===== src/hw/rtl/fss_pkg.sv =====
package fss_pkg;

   // Event kinds carried on the request tuser
   typedef enum logic [2:0] {
      FUNC_INPUT_RECEIVED = 3'd0,
      FUNC_ACCEPTED       = 3'd1,
      FUNC_PARSE_REJECT   = 3'd2,
      FUNC_QUEUE_CLOSED   = 3'd3,
      FUNC_PROCESSED      = 3'd4,
      FUNC_READ           = 3'd5
   } func_type;

   localparam int NUM_PARSE_CODES = 6;
   localparam int NUM_EVENTS      = 4;
   localparam int NUM_ANOMALIES   = 3;
   localparam int NUM_FLAGS       = 4;

   // Event counter slots
   localparam int EVT_INPUT    = 0;
   localparam int EVT_ACCEPTED = 1;
   localparam int EVT_REJECTED = 2;
   localparam int EVT_CLOSED   = 3;

   // Sequence anomaly slots
   localparam int ANOM_MISSING   = 0;
   localparam int ANOM_DUPLICATE = 1;
   localparam int ANOM_ORDER     = 2;

   // Configuration register indexes
   localparam logic [1:0] CSR_SENSOR_MASK   = 2'd0;
   localparam logic [1:0] CSR_VOLTAGE_MASK  = 2'd1;
   localparam logic [1:0] CSR_LINK_MASK     = 2'd2;
   localparam logic [1:0] CSR_WATCHDOG_MASK = 2'd3;

   localparam logic [15:0] SENSOR_MASK_RESET   = 16'h0001;
   localparam logic [15:0] VOLTAGE_MASK_RESET  = 16'h0002;
   localparam logic [15:0] LINK_MASK_RESET     = 16'h0004;
   localparam logic [15:0] WATCHDOG_MASK_RESET = 16'h0008;

   // Statistic read indexes
   localparam logic [4:0] STAT_INPUTS      = 5'd0;
   localparam logic [4:0] STAT_ACCEPTED    = 5'd1;
   localparam logic [4:0] STAT_REJECTED    = 5'd2;
   localparam logic [4:0] STAT_CLOSED      = 5'd3;
   localparam logic [4:0] STAT_PROCESSED   = 5'd4;
   localparam logic [4:0] STAT_ERR_SIZE    = 5'd5;
   localparam logic [4:0] STAT_ERR_MAGIC   = 5'd6;
   localparam logic [4:0] STAT_ERR_VERSION = 5'd7;
   localparam logic [4:0] STAT_ERR_TYPE    = 5'd8;
   localparam logic [4:0] STAT_ERR_PAYLOAD = 5'd9;
   localparam logic [4:0] STAT_ERR_CSUM    = 5'd10;
   localparam logic [4:0] STAT_FIRST_SEQ   = 5'd11;
   localparam logic [4:0] STAT_LAST_SEQ    = 5'd12;
   localparam logic [4:0] STAT_MISSING     = 5'd13;
   localparam logic [4:0] STAT_DUPLICATE   = 5'd14;
   localparam logic [4:0] STAT_ORDER       = 5'd15;
   localparam logic [4:0] STAT_SENSOR      = 5'd16;
   localparam logic [4:0] STAT_VOLTAGE     = 5'd17;
   localparam logic [4:0] STAT_LINK        = 5'd18;
   localparam logic [4:0] STAT_WATCHDOG    = 5'd19;
   localparam logic [4:0] STAT_TEMP_MIN    = 5'd20;
   localparam logic [4:0] STAT_TEMP_MAX    = 5'd21;
   localparam logic [4:0] STAT_TEMP_SUM    = 5'd22;
   localparam logic [4:0] STAT_SUPPLY_MIN  = 5'd23;
   localparam logic [4:0] STAT_SUPPLY_MAX  = 5'd24;
   localparam logic [4:0] STAT_SUPPLY_SUM  = 5'd25;

   typedef struct packed {
      func_type           func;
      logic [2:0]         error_code;
      logic [31:0]        sequence_number;
      logic [15:0]        flag_word;
      logic signed [31:0] temperature;
      logic [15:0]        supply_voltage;
      logic [4:0]         stat_index;
   } item_type;

endpackage


===== src/hw/rtl/frame_stream_statistics_unit.sv =====
// Event statistics for a received telemetry frame stream.
//
// req channel: one transaction per event. req_tuser carries the event kind
// (input received, accepted, parse reject, queue closed, processed frame, read);
// req_tdata carries the frame fields and the statistic index of a read.
// rsp channel: one transaction per read only, with the statistic value in
// rsp_tdata and its present flag in rsp_tuser. Other events give no transaction.
// csr channel: writes of the four status flag masks; csr_ready is always high.
//
// Throughput is one event per cycle while no read waits for a full result register;
// the single update stage lies between the input register and the result register.
// A read is held in the input register, then its value is loaded into the result
// register, which drives rsp_tvalid; the value reflects every earlier event.
// While the receiver stalls, non-read events keep flowing. A read that finds the
// result register still full waits in the input register and holds req_tready
// low until the pending result is taken. Reset clears all statistics, empties
// both registers and restores the masks to their defaults (sensor 0x1,
// voltage 0x2, link 0x4, watchdog 0x8).
module frame_stream_statistics_unit #(
   parameter int COUNT_WIDTH = 48
) (
   input  logic                clock,
   input  logic                reset,
   input  logic                req_tvalid,
   output logic                req_tready,
   // error_code[2:0], sequence_number[34:3], flag_word[50:35],
   // temperature[82:51], supply_voltage[98:83], stat_index[103:99]
   input  logic [103:0]        req_tdata,
   // func[2:0]
   input  logic [2:0]          req_tuser,
   output logic                rsp_tvalid,
   input  logic                rsp_tready,
   // stat_value[63:0]
   output logic signed [63:0]  rsp_tdata,
   // stat_present[0]
   output logic [0:0]          rsp_tuser,
   input  logic                csr_valid,
   output logic                csr_ready,
   input  logic [1:0]          csr_index,
   input  logic [15:0]         csr_data
);

   fss_pkg::item_type item_ff, item_in;
   logic              item_vld_ff, item_vld_in;
   logic              rsp_vld_ff, rsp_vld_in;
   logic [63:0]       rsp_data_ff, rsp_data_in;
   logic              rsp_present_ff, rsp_present_in;
   logic [3:0][15:0]  mask_ff, mask_in;
   logic              rsp_free;
   logic              fire;
   logic              is_read;
   logic [63:0]       rd_value;
   logic              rd_present;

   // Unpack the request transaction
   always_comb begin
      item_in.func            = fss_pkg::func_type'(req_tuser);
      item_in.error_code      = req_tdata[2:0];
      item_in.sequence_number = req_tdata[34:3];
      item_in.flag_word       = req_tdata[50:35];
      item_in.temperature     = req_tdata[82:51];
      item_in.supply_voltage  = req_tdata[98:83];
      item_in.stat_index      = req_tdata[103:99];
   end

   // A held event retires unless it is a read and the result register is blocked
   assign is_read    = (item_ff.func == fss_pkg::FUNC_READ);
   assign rsp_free   = !rsp_vld_ff || rsp_tready;
   assign fire       = item_vld_ff && (!is_read || rsp_free);
   assign req_tready = !item_vld_ff || fire;
   assign csr_ready  = 1'b1;

   always_comb begin
      item_vld_in = item_vld_ff;
      if (req_tready) item_vld_in = req_tvalid;
   end

   // Load a new result on a retiring read, drop the old one once taken
   always_comb begin
      rsp_vld_in     = rsp_vld_ff;
      rsp_data_in    = rsp_data_ff;
      rsp_present_in = rsp_present_ff;
      if (fire && is_read) begin
         rsp_vld_in     = 1'b1;
         rsp_data_in    = rd_value;
         rsp_present_in = rd_present;
      end else if (rsp_tready) begin
         rsp_vld_in = 1'b0;
      end
   end

   always_comb begin
      mask_in = mask_ff;
      if (csr_valid && csr_ready) begin
         unique case (csr_index)
            fss_pkg::CSR_SENSOR_MASK:   mask_in[0] = csr_data;
            fss_pkg::CSR_VOLTAGE_MASK:  mask_in[1] = csr_data;
            fss_pkg::CSR_LINK_MASK:     mask_in[2] = csr_data;
            fss_pkg::CSR_WATCHDOG_MASK: mask_in[3] = csr_data;
            default: ;
         endcase
      end
   end

   always_ff @(posedge clock) begin
      if (reset) begin
         item_vld_ff <= 1'b0;
         rsp_vld_ff  <= 1'b0;
         mask_ff[0]  <= fss_pkg::SENSOR_MASK_RESET;
         mask_ff[1]  <= fss_pkg::VOLTAGE_MASK_RESET;
         mask_ff[2]  <= fss_pkg::LINK_MASK_RESET;
         mask_ff[3]  <= fss_pkg::WATCHDOG_MASK_RESET;
      end else begin
         item_vld_ff <= item_vld_in;
         rsp_vld_ff  <= rsp_vld_in;
         mask_ff     <= mask_in;
      end
   end

   // Payload registers: no reset
   always_ff @(posedge clock) begin
      if (req_tready) item_ff <= item_in;
      rsp_data_ff    <= rsp_data_in;
      rsp_present_ff <= rsp_present_in;
   end

   fss_stats_core #(
      .COUNT_WIDTH (COUNT_WIDTH)
   ) u_core (
      .clock      (clock),
      .reset      (reset),
      .update     (fire),
      .item       (item_ff),
      .masks      (mask_ff),
      .rd_value   (rd_value),
      .rd_present (rd_present)
   );

   assign rsp_tvalid   = rsp_vld_ff;
   assign rsp_tdata    = rsp_data_ff;
   assign rsp_tuser[0] = rsp_present_ff;

endmodule


===== src/hw/rtl/fss_stats_core.sv =====
module fss_stats_core #(
   parameter int COUNT_WIDTH = 48
) (
   input  logic                     clock,
   input  logic                     reset,
   input  logic                     update,
   input  fss_pkg::item_type        item,
   input  logic [3:0][15:0]         masks,
   output logic [63:0]              rd_value,
   output logic                     rd_present
);

   localparam int CW = COUNT_WIDTH;

   logic [fss_pkg::NUM_EVENTS-1:0][CW-1:0]      event_cnt_ff, event_cnt_in;
   logic [CW-1:0]                               processed_cnt_ff, processed_cnt_in;
   logic [fss_pkg::NUM_PARSE_CODES-1:0][CW-1:0] parse_cnt_ff, parse_cnt_in;
   logic [fss_pkg::NUM_ANOMALIES-1:0][CW-1:0]   anom_cnt_ff, anom_cnt_in;
   logic [fss_pkg::NUM_FLAGS-1:0][CW-1:0]       flag_cnt_ff, flag_cnt_in;
   logic                                        seen_ff, seen_in;
   logic [31:0]                                 first_seq_ff, first_seq_in;
   logic [31:0]                                 last_seq_ff, last_seq_in;
   logic signed [31:0]                          temp_low_ff, temp_low_in;
   logic signed [31:0]                          temp_high_ff, temp_high_in;
   logic [63:0]                                 temp_total_ff, temp_total_in;
   logic [15:0]                                 supply_low_ff, supply_low_in;
   logic [15:0]                                 supply_high_ff, supply_high_in;
   logic [CW-1:0]                               supply_total_ff, supply_total_in;
   logic [31:0]                                 gap;

   assign gap = item.sequence_number - last_seq_ff - 32'd1;

   always_comb begin
      event_cnt_in     = event_cnt_ff;
      processed_cnt_in = processed_cnt_ff;
      parse_cnt_in     = parse_cnt_ff;
      anom_cnt_in      = anom_cnt_ff;
      flag_cnt_in      = flag_cnt_ff;
      seen_in          = seen_ff;
      first_seq_in     = first_seq_ff;
      last_seq_in      = last_seq_ff;
      temp_low_in      = temp_low_ff;
      temp_high_in     = temp_high_ff;
      temp_total_in    = temp_total_ff;
      supply_low_in    = supply_low_ff;
      supply_high_in   = supply_high_ff;
      supply_total_in  = supply_total_ff;
      if (update) begin
         case (item.func)
            fss_pkg::FUNC_INPUT_RECEIVED: begin
               event_cnt_in[fss_pkg::EVT_INPUT] = event_cnt_ff[fss_pkg::EVT_INPUT] + CW'(1);
            end
            fss_pkg::FUNC_ACCEPTED: begin
               event_cnt_in[fss_pkg::EVT_ACCEPTED] =
                  event_cnt_ff[fss_pkg::EVT_ACCEPTED] + CW'(1);
            end
            fss_pkg::FUNC_PARSE_REJECT: begin
               event_cnt_in[fss_pkg::EVT_REJECTED] =
                  event_cnt_ff[fss_pkg::EVT_REJECTED] + CW'(1);
               // code none and the unused code bump no code counter
               for (int i = 0; i < fss_pkg::NUM_PARSE_CODES; i++) begin
                  if (item.error_code == 3'(i)) begin
                     parse_cnt_in[i] = parse_cnt_ff[i] + CW'(1);
                  end
               end
            end
            fss_pkg::FUNC_QUEUE_CLOSED: begin
               event_cnt_in[fss_pkg::EVT_REJECTED] =
                  event_cnt_ff[fss_pkg::EVT_REJECTED] + CW'(1);
               event_cnt_in[fss_pkg::EVT_CLOSED] = event_cnt_ff[fss_pkg::EVT_CLOSED] + CW'(1);
            end
            fss_pkg::FUNC_PROCESSED: begin
               processed_cnt_in = processed_cnt_ff + CW'(1);
               if (!seen_ff) begin
                  first_seq_in   = item.sequence_number;
                  last_seq_in    = item.sequence_number;
                  temp_low_in    = item.temperature;
                  temp_high_in   = item.temperature;
                  supply_low_in  = item.supply_voltage;
                  supply_high_in = item.supply_voltage;
               end else begin
                  if (item.sequence_number == last_seq_ff) begin
                     anom_cnt_in[fss_pkg::ANOM_DUPLICATE] =
                        anom_cnt_ff[fss_pkg::ANOM_DUPLICATE] + CW'(1);
                  end else if (item.sequence_number > last_seq_ff) begin
                     anom_cnt_in[fss_pkg::ANOM_MISSING] =
                        CW'(64'(anom_cnt_ff[fss_pkg::ANOM_MISSING]) + 64'(gap));
                     last_seq_in = item.sequence_number;
                  end else begin
                     anom_cnt_in[fss_pkg::ANOM_ORDER] =
                        anom_cnt_ff[fss_pkg::ANOM_ORDER] + CW'(1);
                  end
                  if (item.temperature < temp_low_ff) temp_low_in = item.temperature;
                  if (item.temperature > temp_high_ff) temp_high_in = item.temperature;
                  if (item.supply_voltage < supply_low_ff) supply_low_in = item.supply_voltage;
                  if (item.supply_voltage > supply_high_ff) begin
                     supply_high_in = item.supply_voltage;
                  end
               end
               seen_in = 1'b1;
               for (int i = 0; i < fss_pkg::NUM_FLAGS; i++) begin
                  if ((item.flag_word & masks[i]) != 16'd0) begin
                     flag_cnt_in[i] = flag_cnt_ff[i] + CW'(1);
                  end
               end
               temp_total_in = temp_total_ff + {{32{item.temperature[31]}}, item.temperature};
               supply_total_in = CW'(64'(supply_total_ff) + 64'(item.supply_voltage));
            end
            default: ;
         endcase
      end
   end

   always_ff @(posedge clock) begin
      if (reset) begin
         event_cnt_ff     <= '0;
         processed_cnt_ff <= '0;
         parse_cnt_ff     <= '0;
         anom_cnt_ff      <= '0;
         flag_cnt_ff      <= '0;
         seen_ff          <= 1'b0;
         first_seq_ff     <= '0;
         last_seq_ff      <= '0;
         temp_low_ff      <= '0;
         temp_high_ff     <= '0;
         temp_total_ff    <= '0;
         supply_low_ff    <= '0;
         supply_high_ff   <= '0;
         supply_total_ff  <= '0;
      end else begin
         event_cnt_ff     <= event_cnt_in;
         processed_cnt_ff <= processed_cnt_in;
         parse_cnt_ff     <= parse_cnt_in;
         anom_cnt_ff      <= anom_cnt_in;
         flag_cnt_ff      <= flag_cnt_in;
         seen_ff          <= seen_in;
         first_seq_ff     <= first_seq_in;
         last_seq_ff      <= last_seq_in;
         temp_low_ff      <= temp_low_in;
         temp_high_ff     <= temp_high_in;
         temp_total_ff    <= temp_total_in;
         supply_low_ff    <= supply_low_in;
         supply_high_ff   <= supply_high_in;
         supply_total_ff  <= supply_total_in;
      end
   end

   // Read select: frame-derived values are absent until the first processed frame, unknown indexes always
   always_comb begin
      rd_value   = 64'd0;
      rd_present = 1'b1;
      unique case (item.stat_index)
         fss_pkg::STAT_INPUTS:      rd_value = 64'(event_cnt_ff[fss_pkg::EVT_INPUT]);
         fss_pkg::STAT_ACCEPTED:    rd_value = 64'(event_cnt_ff[fss_pkg::EVT_ACCEPTED]);
         fss_pkg::STAT_REJECTED:    rd_value = 64'(event_cnt_ff[fss_pkg::EVT_REJECTED]);
         fss_pkg::STAT_CLOSED:      rd_value = 64'(event_cnt_ff[fss_pkg::EVT_CLOSED]);
         fss_pkg::STAT_PROCESSED:   rd_value = 64'(processed_cnt_ff);
         fss_pkg::STAT_ERR_SIZE:    rd_value = 64'(parse_cnt_ff[0]);
         fss_pkg::STAT_ERR_MAGIC:   rd_value = 64'(parse_cnt_ff[1]);
         fss_pkg::STAT_ERR_VERSION: rd_value = 64'(parse_cnt_ff[2]);
         fss_pkg::STAT_ERR_TYPE:    rd_value = 64'(parse_cnt_ff[3]);
         fss_pkg::STAT_ERR_PAYLOAD: rd_value = 64'(parse_cnt_ff[4]);
         fss_pkg::STAT_ERR_CSUM:    rd_value = 64'(parse_cnt_ff[5]);
         fss_pkg::STAT_FIRST_SEQ: begin
            rd_present = seen_ff;
            rd_value   = seen_ff ? 64'(first_seq_ff) : 64'd0;
         end
         fss_pkg::STAT_LAST_SEQ: begin
            rd_present = seen_ff;
            rd_value   = seen_ff ? 64'(last_seq_ff) : 64'd0;
         end
         fss_pkg::STAT_MISSING:     rd_value = 64'(anom_cnt_ff[fss_pkg::ANOM_MISSING]);
         fss_pkg::STAT_DUPLICATE:   rd_value = 64'(anom_cnt_ff[fss_pkg::ANOM_DUPLICATE]);
         fss_pkg::STAT_ORDER:       rd_value = 64'(anom_cnt_ff[fss_pkg::ANOM_ORDER]);
         fss_pkg::STAT_SENSOR:      rd_value = 64'(flag_cnt_ff[0]);
         fss_pkg::STAT_VOLTAGE:     rd_value = 64'(flag_cnt_ff[1]);
         fss_pkg::STAT_LINK:        rd_value = 64'(flag_cnt_ff[2]);
         fss_pkg::STAT_WATCHDOG:    rd_value = 64'(flag_cnt_ff[3]);
         fss_pkg::STAT_TEMP_MIN: begin
            rd_present = seen_ff;
            rd_value   = seen_ff ? {{32{temp_low_ff[31]}}, temp_low_ff} : 64'd0;
         end
         fss_pkg::STAT_TEMP_MAX: begin
            rd_present = seen_ff;
            rd_value   = seen_ff ? {{32{temp_high_ff[31]}}, temp_high_ff} : 64'd0;
         end
         fss_pkg::STAT_TEMP_SUM: begin
            rd_present = seen_ff;
            rd_value   = seen_ff ? temp_total_ff : 64'd0;
         end
         fss_pkg::STAT_SUPPLY_MIN: begin
            rd_present = seen_ff;
            rd_value   = seen_ff ? 64'(supply_low_ff) : 64'd0;
         end
         fss_pkg::STAT_SUPPLY_MAX: begin
            rd_present = seen_ff;
            rd_value   = seen_ff ? 64'(supply_high_ff) : 64'd0;
         end
         fss_pkg::STAT_SUPPLY_SUM: begin
            rd_present = seen_ff;
            rd_value   = seen_ff ? 64'(supply_total_ff) : 64'd0;
         end
         default: begin
            rd_present = 1'b0;
            rd_value   = 64'd0;
         end
      endcase
   end

endmodule


===== config.mk =====
export PLATFORM = sky130hd
export DESIGN_NAME = frame_stream_statistics_unit
export DESIGN_NICKNAME = d
export VERILOG_FILES = /design/src/hw/rtl/fss_pkg.sv /design/src/hw/rtl/frame_stream_statistics_unit.sv /design/src/hw/rtl/fss_stats_core.sv
export SDC_FILE = /design/constraint.sdc
export NUM_CORES = 2
export LEC_CHECK = 0
export BUFFER_PORTS_ARGS = -buffer_cell sky130_fd_sc_hd__buf_2
export CAP_MARGIN = 20
export CELL_PAD_IN_SITES_DETAIL_PLACEMENT = 0
export CELL_PAD_IN_SITES_GLOBAL_PLACEMENT = 1
export CORE_MARGIN = 3
export CORE_UTILIZATION = 44
export CTS_BUF_LIST = sky130_fd_sc_hd__clkbuf_16
export CTS_CLUSTER_DIAMETER = 50
export CTS_CLUSTER_SIZE = 20
export DETAILED_ROUTE_END_ITERATION = 12
export GPL_ROUTABILITY_DRIVEN = 0
export GPL_TIMING_DRIVEN = 0
export MAX_ROUTING_LAYER = met4
export PLACE_DENSITY = 0.75
export REMOVE_ABC_BUFFERS = 1
export SKIP_CTS_REPAIR_TIMING = 1
export SYNTH_ARGS = -nofsm -noshare
export SYNTH_HDL_FRONTEND = slang
export SYNTH_SLANG_ARGS = --single-unit

===== constraint.sdc =====
create_clock -name clock -period 5.2 [get_ports clock]
set_input_delay 0.52 -clock clock [delete_from_list [all_inputs] [get_ports clock]]
set_output_delay 0.52 -clock clock [all_outputs]
set_load 0.01 [all_outputs]

Yosys cells after proc, flatten, opt, wreduce, memory -nomap -nowiden
Index checks and enable logic that the tools add are counted.
- flip-flop bits (word level): 1375
- bits of input ports: 130
- output and inout bits: 68
- logic and storage cells: 192
- add/sub/neg operators: 22
- $lt $le $gt $ge: 5
- eq/ne operators: 45
- muxes and demuxes: 23
- bitwise logic cells: 7
- reduce and logical (&&, ||, !) cells: 48
- operator list (operator ; count):
    one-hot mux 64 bit (26 select lines) ; 1
    adder 48 x 1 -> 48 bit, second input constant ; 17
    two-way mux 32 bit ; 9
    two-way mux 64 bit ; 3
    two-way mux 16 bit ; 6
    adder 64 bit ; 1
    bitwise AND 16 bit ; 4
    greater-than comparator 32 bit ; 2
    nonzero test 16 bit ; 4
    == test 5 bit, second input constant ; 10
    adder 48 x 16 -> 48 bit ; 1
    adder 48 x 32 -> 48 bit ; 1
    two-way mux 48 bit ; 1
    AND reduction 3 bit ; 15
    == test 5 x 4 -> 1 bit, second input constant ; 8
    == test 32 bit ; 1
    less-than comparator 32 bit ; 1
    subtractor 32 x 1 -> 32 bit, second input constant ; 1
    subtractor 32 bit ; 1
    == test 5 x 3 -> 1 bit, second input constant ; 4
    AND reduction 2 bit ; 9
    OR reduction 18 bit ; 1
    greater-than comparator 16 bit ; 1
    less-than comparator 16 bit ; 1
    22 further kinds ; 47

Longest topological paths before layout
- depth after elaboration: 6
- depth in mapped cells: 26
- depth with buffers taken out: 25

Hierarchy
Synthesis repeated with hierarchy kept, for this count alone.
- cells, all modules: 8244
- area total of the unflattened synthesis: 70891.7 um2
- modules (own cells, without submodules) (module ; instances ; cells an instance ; area an instance (um2) ; seq. area each (um2)):
    fss_stats_core ; 1 ; 7824 ; 63055.5 ; 22761.8
    frame_stream_statistics_unit ; 1 ; 420 ; 7836.3 ; 6486.2

Least setup slack after synthesis
Ideal clock, no wire load.
- kind: reg-to-reg
- start: register item_ff[105] (netlist bit)
- end: register item_ff[0] (netlist bit) (enable)
- library setup time: 1.502 ns
- arrival: 3.748 ns
- required time: 3.698 ns
- slack: -0.049 ns
- cell stages (with the launch flop): 3
- path buffers: 0
- period minus slack after synthesis: 5.249 ns
- cell sequence: edfxtp_1 -> and2b_2 -> nand4_1
- word-level cells in the longest chain between the ends: 5
- ends and longest elaborated chain (item ; line ; source):
    start: declaration ; frame_stream_statistics_unit.sv:43 ; fss_pkg::item_type item_ff, item_in;
    start signal: assignment ; frame_stream_statistics_unit.sv:122 ; if (req_tready) item_ff <= item_in;
    == test 3 bit ; frame_stream_statistics_unit.sv:67 ; assign is_read = (item_ff.func == fss_pkg::FUNC_READ);
    zero test 1 bit ; frame_stream_statistics_unit.sv:69 ; assign fire = item_vld_ff && (!is_read || rsp_free);
    logical OR 1 bit ; frame_stream_statistics_unit.sv:69 ;
    logical AND 1 bit ; frame_stream_statistics_unit.sv:69 ;
    logical OR 1 bit ; frame_stream_statistics_unit.sv:70 ; assign req_tready = !item_vld_ff || fire;
    via req_tready ; frame_stream_statistics_unit.sv:25 ; output logic req_tready,
The timed path passes the listed nets, and every way through them passes these cells.
A chain may end at the register's enable or synchronous reset.

Worst setup path in the final report
- start: register item_ff[69] (netlist bit)
- end: register u_core.anom_cnt_ff[33] (netlist bit)
- word-level cells in the longest chain between the ends: 3
- elaborated cells between the ends (all ways): 7
- classes of those cells: add/sub (3); order compare (1); eq/ne (1); bitwise (1); reduce/logical (1)
- ends and longest elaborated chain (item ; line ; source):
    subtractor 32 bit or == test 32 bit (tied branches) ; fss_stats_core.sv:31, fss_stats_core.sv:82 ;
    subtractor 32 x 1 -> 32 bit or NOT 1 bit (tied branches) ; -- ;
    adder 48 x 32 -> 48 bit or AND reduction 5 bit (tied branches) ; -- ;
    end signal: assignment ; fss_stats_core.sv:134 ; anom_cnt_ff <= anom_cnt_in;
    end: declaration ; fss_stats_core.sv:18 ; logic [fss_pkg::NUM_ANOMALIES-1:0][CW-1:0] anom_cnt_ff, anom_cnt_in;
Parallel ways exist; a longest one is shown, timed or not.

==> results.ini <==
[hold_path]
whs_path_depth = 4
min_path_type = in2reg

[final_layout]
utilization = 0.513
area_growth_pct = 15.7
final_cell_mix = dfxtp_1 (1200), nor2_1 (1015), nand2_1 (941), a21oi_1 (579), xor2_1 (493)
nNetsFinal = 8903
layout_commonest_cell = dfxtp_1
final_area_mm2 = 0.0815
drive_gt1_frac = 0.0808

[global_route]
grt_pass1_wl_um = 371000
antenna_found_initial = 9
grt.total_usage = 0.306
grt_max_degree = 152
gr-total-overflow = 0
grt_pass1_vias = 58400

[placed_design]
dpl.hpwl_um = 190000
numPortBuffers = 196
dpl-instance-area_mm2 = 0.0746

[yosys]
synthCells = 8309
seq_area_frac_synth = 0.415
netlist_area_mm2 = 0.0704
synth_edf_count = 172
synth_cell_types = 92
async_flop_share = 0
synth_top_area_cell = dfxtp_1
post_synth.cell_area_avg_um2 = 8.48
synth_top_area_share = 0.342
yosysWarnings = 0
synthFlopType = dfxtp_1
ys_top_cells_by_area = dfxtp_1 (34%), edfxtp_1 (7.3%), xor2_1 (6.1%), nor2_1 (5.6%), nand2_1 (5.0%)
synth_seq_cells = 1375

[clocking]
clk_path_buf_depth = 3
h-tree-depth = 4
clock-root-buffer = clkbuf_16
cts_made_buffers = 155
cts.sinks = 1375
clk_pin_slew_ps = 60
cts_tree = built
clk_latency_ps = 840

[sta]
slew_headroom = 0.183
fmaxAchievable_mhz = 198
worst_pin_slew_ps = 1220
period_share = 0.970
skew_ps = 43.9
slew_viol_final = 0
setup_viol = 0
hold_violations = 0
hold_slack_ps = 110
fin_crit_ps = 5050

[die]
die_h_um = 406
initial_core_util = 0.444
core_area_mm2 = 0.159
die_w_um = 406
dieArea_mm2 = 0.165
boundaryPins = 198
rows = 146

[power_and_ir_drop]
power_density_mw_per_mm2 = 290
p_leak_nw = 29.3
ir_drop_mv = 0.365

[detailed_routing]
ant_nets = 0
drt-total-wl_um = 253000
wl_per_cell_um = 23.6
drt_iter0_markers = 6828
route.vias.total = 63900
viasPerCell = 5.96
dr.pass1.iters = 7
drc = 0

[setup_path]
critPathTopFamily = compound AO/OA/AOI/OAI gates
cpMaxStageDelayCell = edfxtp_1
required_ps = 5870
path_depth = 24
critPathBufInv = 1
end_kind = flip-flop
cp_slowest_stage_delay_ps = 420
crit_type = reg2reg
arrival_ps = 5720
cp_common_cell = a21o_1
worst_r2r_path_depth = 24
worstPathMaxFanout = 8
cp-start-kind = flip-flop
path_cells = ha_2 > inv_1 > fa_1 > nor2b_1 > o21a_1 > o21ai_1 > a21oi_2 > a21oi_4 > o21ai_4 > a21oi_1 > nor3_1 > nor3_1 > xnor2_1 > ha_2 > a21o_1 > a21o_1 > a21o_1 > a21oi_2 > and3_4 > a211oi_2 > or2_4 > and3_1 > xnor2_1 > nor2_1

[run_status]
status = completed

[flow_run]
maxCapViolCount = 0

worst reg2reg max path, stage by stage, from the launching register on:
cell	delay (ps)
edfxtp_1	420
ha_2	240
inv_1	60
fa_1	420
nor2b_1	150
o21a_1	160
o21ai_1	110
a21oi_2	320
a21oi_4	130
o21ai_4	200
a21oi_1	140
nor3_1	220
nor3_1	90
xnor2_1	190
ha_2	360
a21o_1	210
a21o_1	180
a21o_1	180
a21oi_2	170
and3_4	210
a211oi_2	80
or2_4	300
and3_1	200
xnor2_1	140
nor2_1	50
through the flow:
step	power [mW]	setup slack, ps	instances	setup TNS (ps)
floorplan	11.8	-241	7923	-10940
global placement	12.3	-23520	10200	-
detailed placement	12.4	-763	10300	-11210
CTS	23.6	-788	10600	-12170
global route	24.3	-146	10700	-1440
finish	23.6	154	10700	0
final timing paths:
check / slack, ps / from / to
setup reg to reg: 150 / item_ff[69] / u_core.anom_cnt_ff[33]
hold reg to reg: 450 / u_core.first_seq_ff[22] / u_core.first_seq_ff[22]
setup / recovery: 150 / item_ff[69] / u_core.anom_cnt_ff[33]
hold / removal: 110 / rsp_tready / rsp_tvalid
layout make-up:
cell class	count	area (um2)
Fill cell	14900	77300
Timing Repair Buffer	434	4210
Clock buffer	157	3930
Multi-Input combinational cell	6305	39300
Clock inverter	134	1290
Antenna cell	2	5.00
Tap cell	2072	2590
Inverter	243	913
Sequential cell	1375	29300
cells in the mapped netlist, types with 196 or more instances:
cell type	n
clkbuf_1	332
dfxtp_1	1203
inv_1	242
xnor2_1	289
o21ai_0	277
nor2_1	1044
nand3_1	375
nand2_1	941
ha_1	255
and3_1	196
xor2_1	494
nand4_1	221
a21oi_1	586
or3_1	229
a22oi_1	289
logic make-up after synthesis:
kind of cell	Yosys count	synth area share
AND/OR/NAND/NOR	3367	0.226
AO/OA/AOI/OAI	1780	0.165
flip-flops	1375	0.415
XOR/XNOR	783	0.0973
buffers and inverters	629	0.0339
adder cells (fa/ha/maj)	259	0.0464
multiplexers	115	0.0164
other	1	0.0000532
state kept, by name, indices dropped and copies added, names as in the netlist, 16 cells and up:
register / count
u_core.parse_cnt_ff: 288
u_core.event_cnt_ff: 192
u_core.flag_cnt_ff: 192
u_core.anom_cnt_ff: 144
item_ff: 107
mask_ff: 64
rsp_tdata: 64
u_core.temp_total_ff: 64
u_core.processed_cnt_ff: 48
u_core.supply_total_ff: 48
u_core.first_seq_ff: 32
u_core.last_seq_ff: 32
u_core.temp_high_ff: 32
u_core.temp_low_ff: 32
u_core.supply_high_ff: 16
u_core.supply_low_ff: 16
report_power, final:
part	switching (mW)	internal, mW	total (mW)
sequential	0.131	10.8	11.0
combinational	0.798	0.507	1.30
clock	5.08	6.24	11.3
layer usage:
layer	global-route usage	up-vias	part of all wire
li1	-	30100	-
met1	0.413	30900	0.44
met2	0.455	2460	0.44
met3	0.0558	469	0.085
met4	0.114	0	0.041
met5	-	-	0
Note: power is estimated with default switching activity, not from simulation.
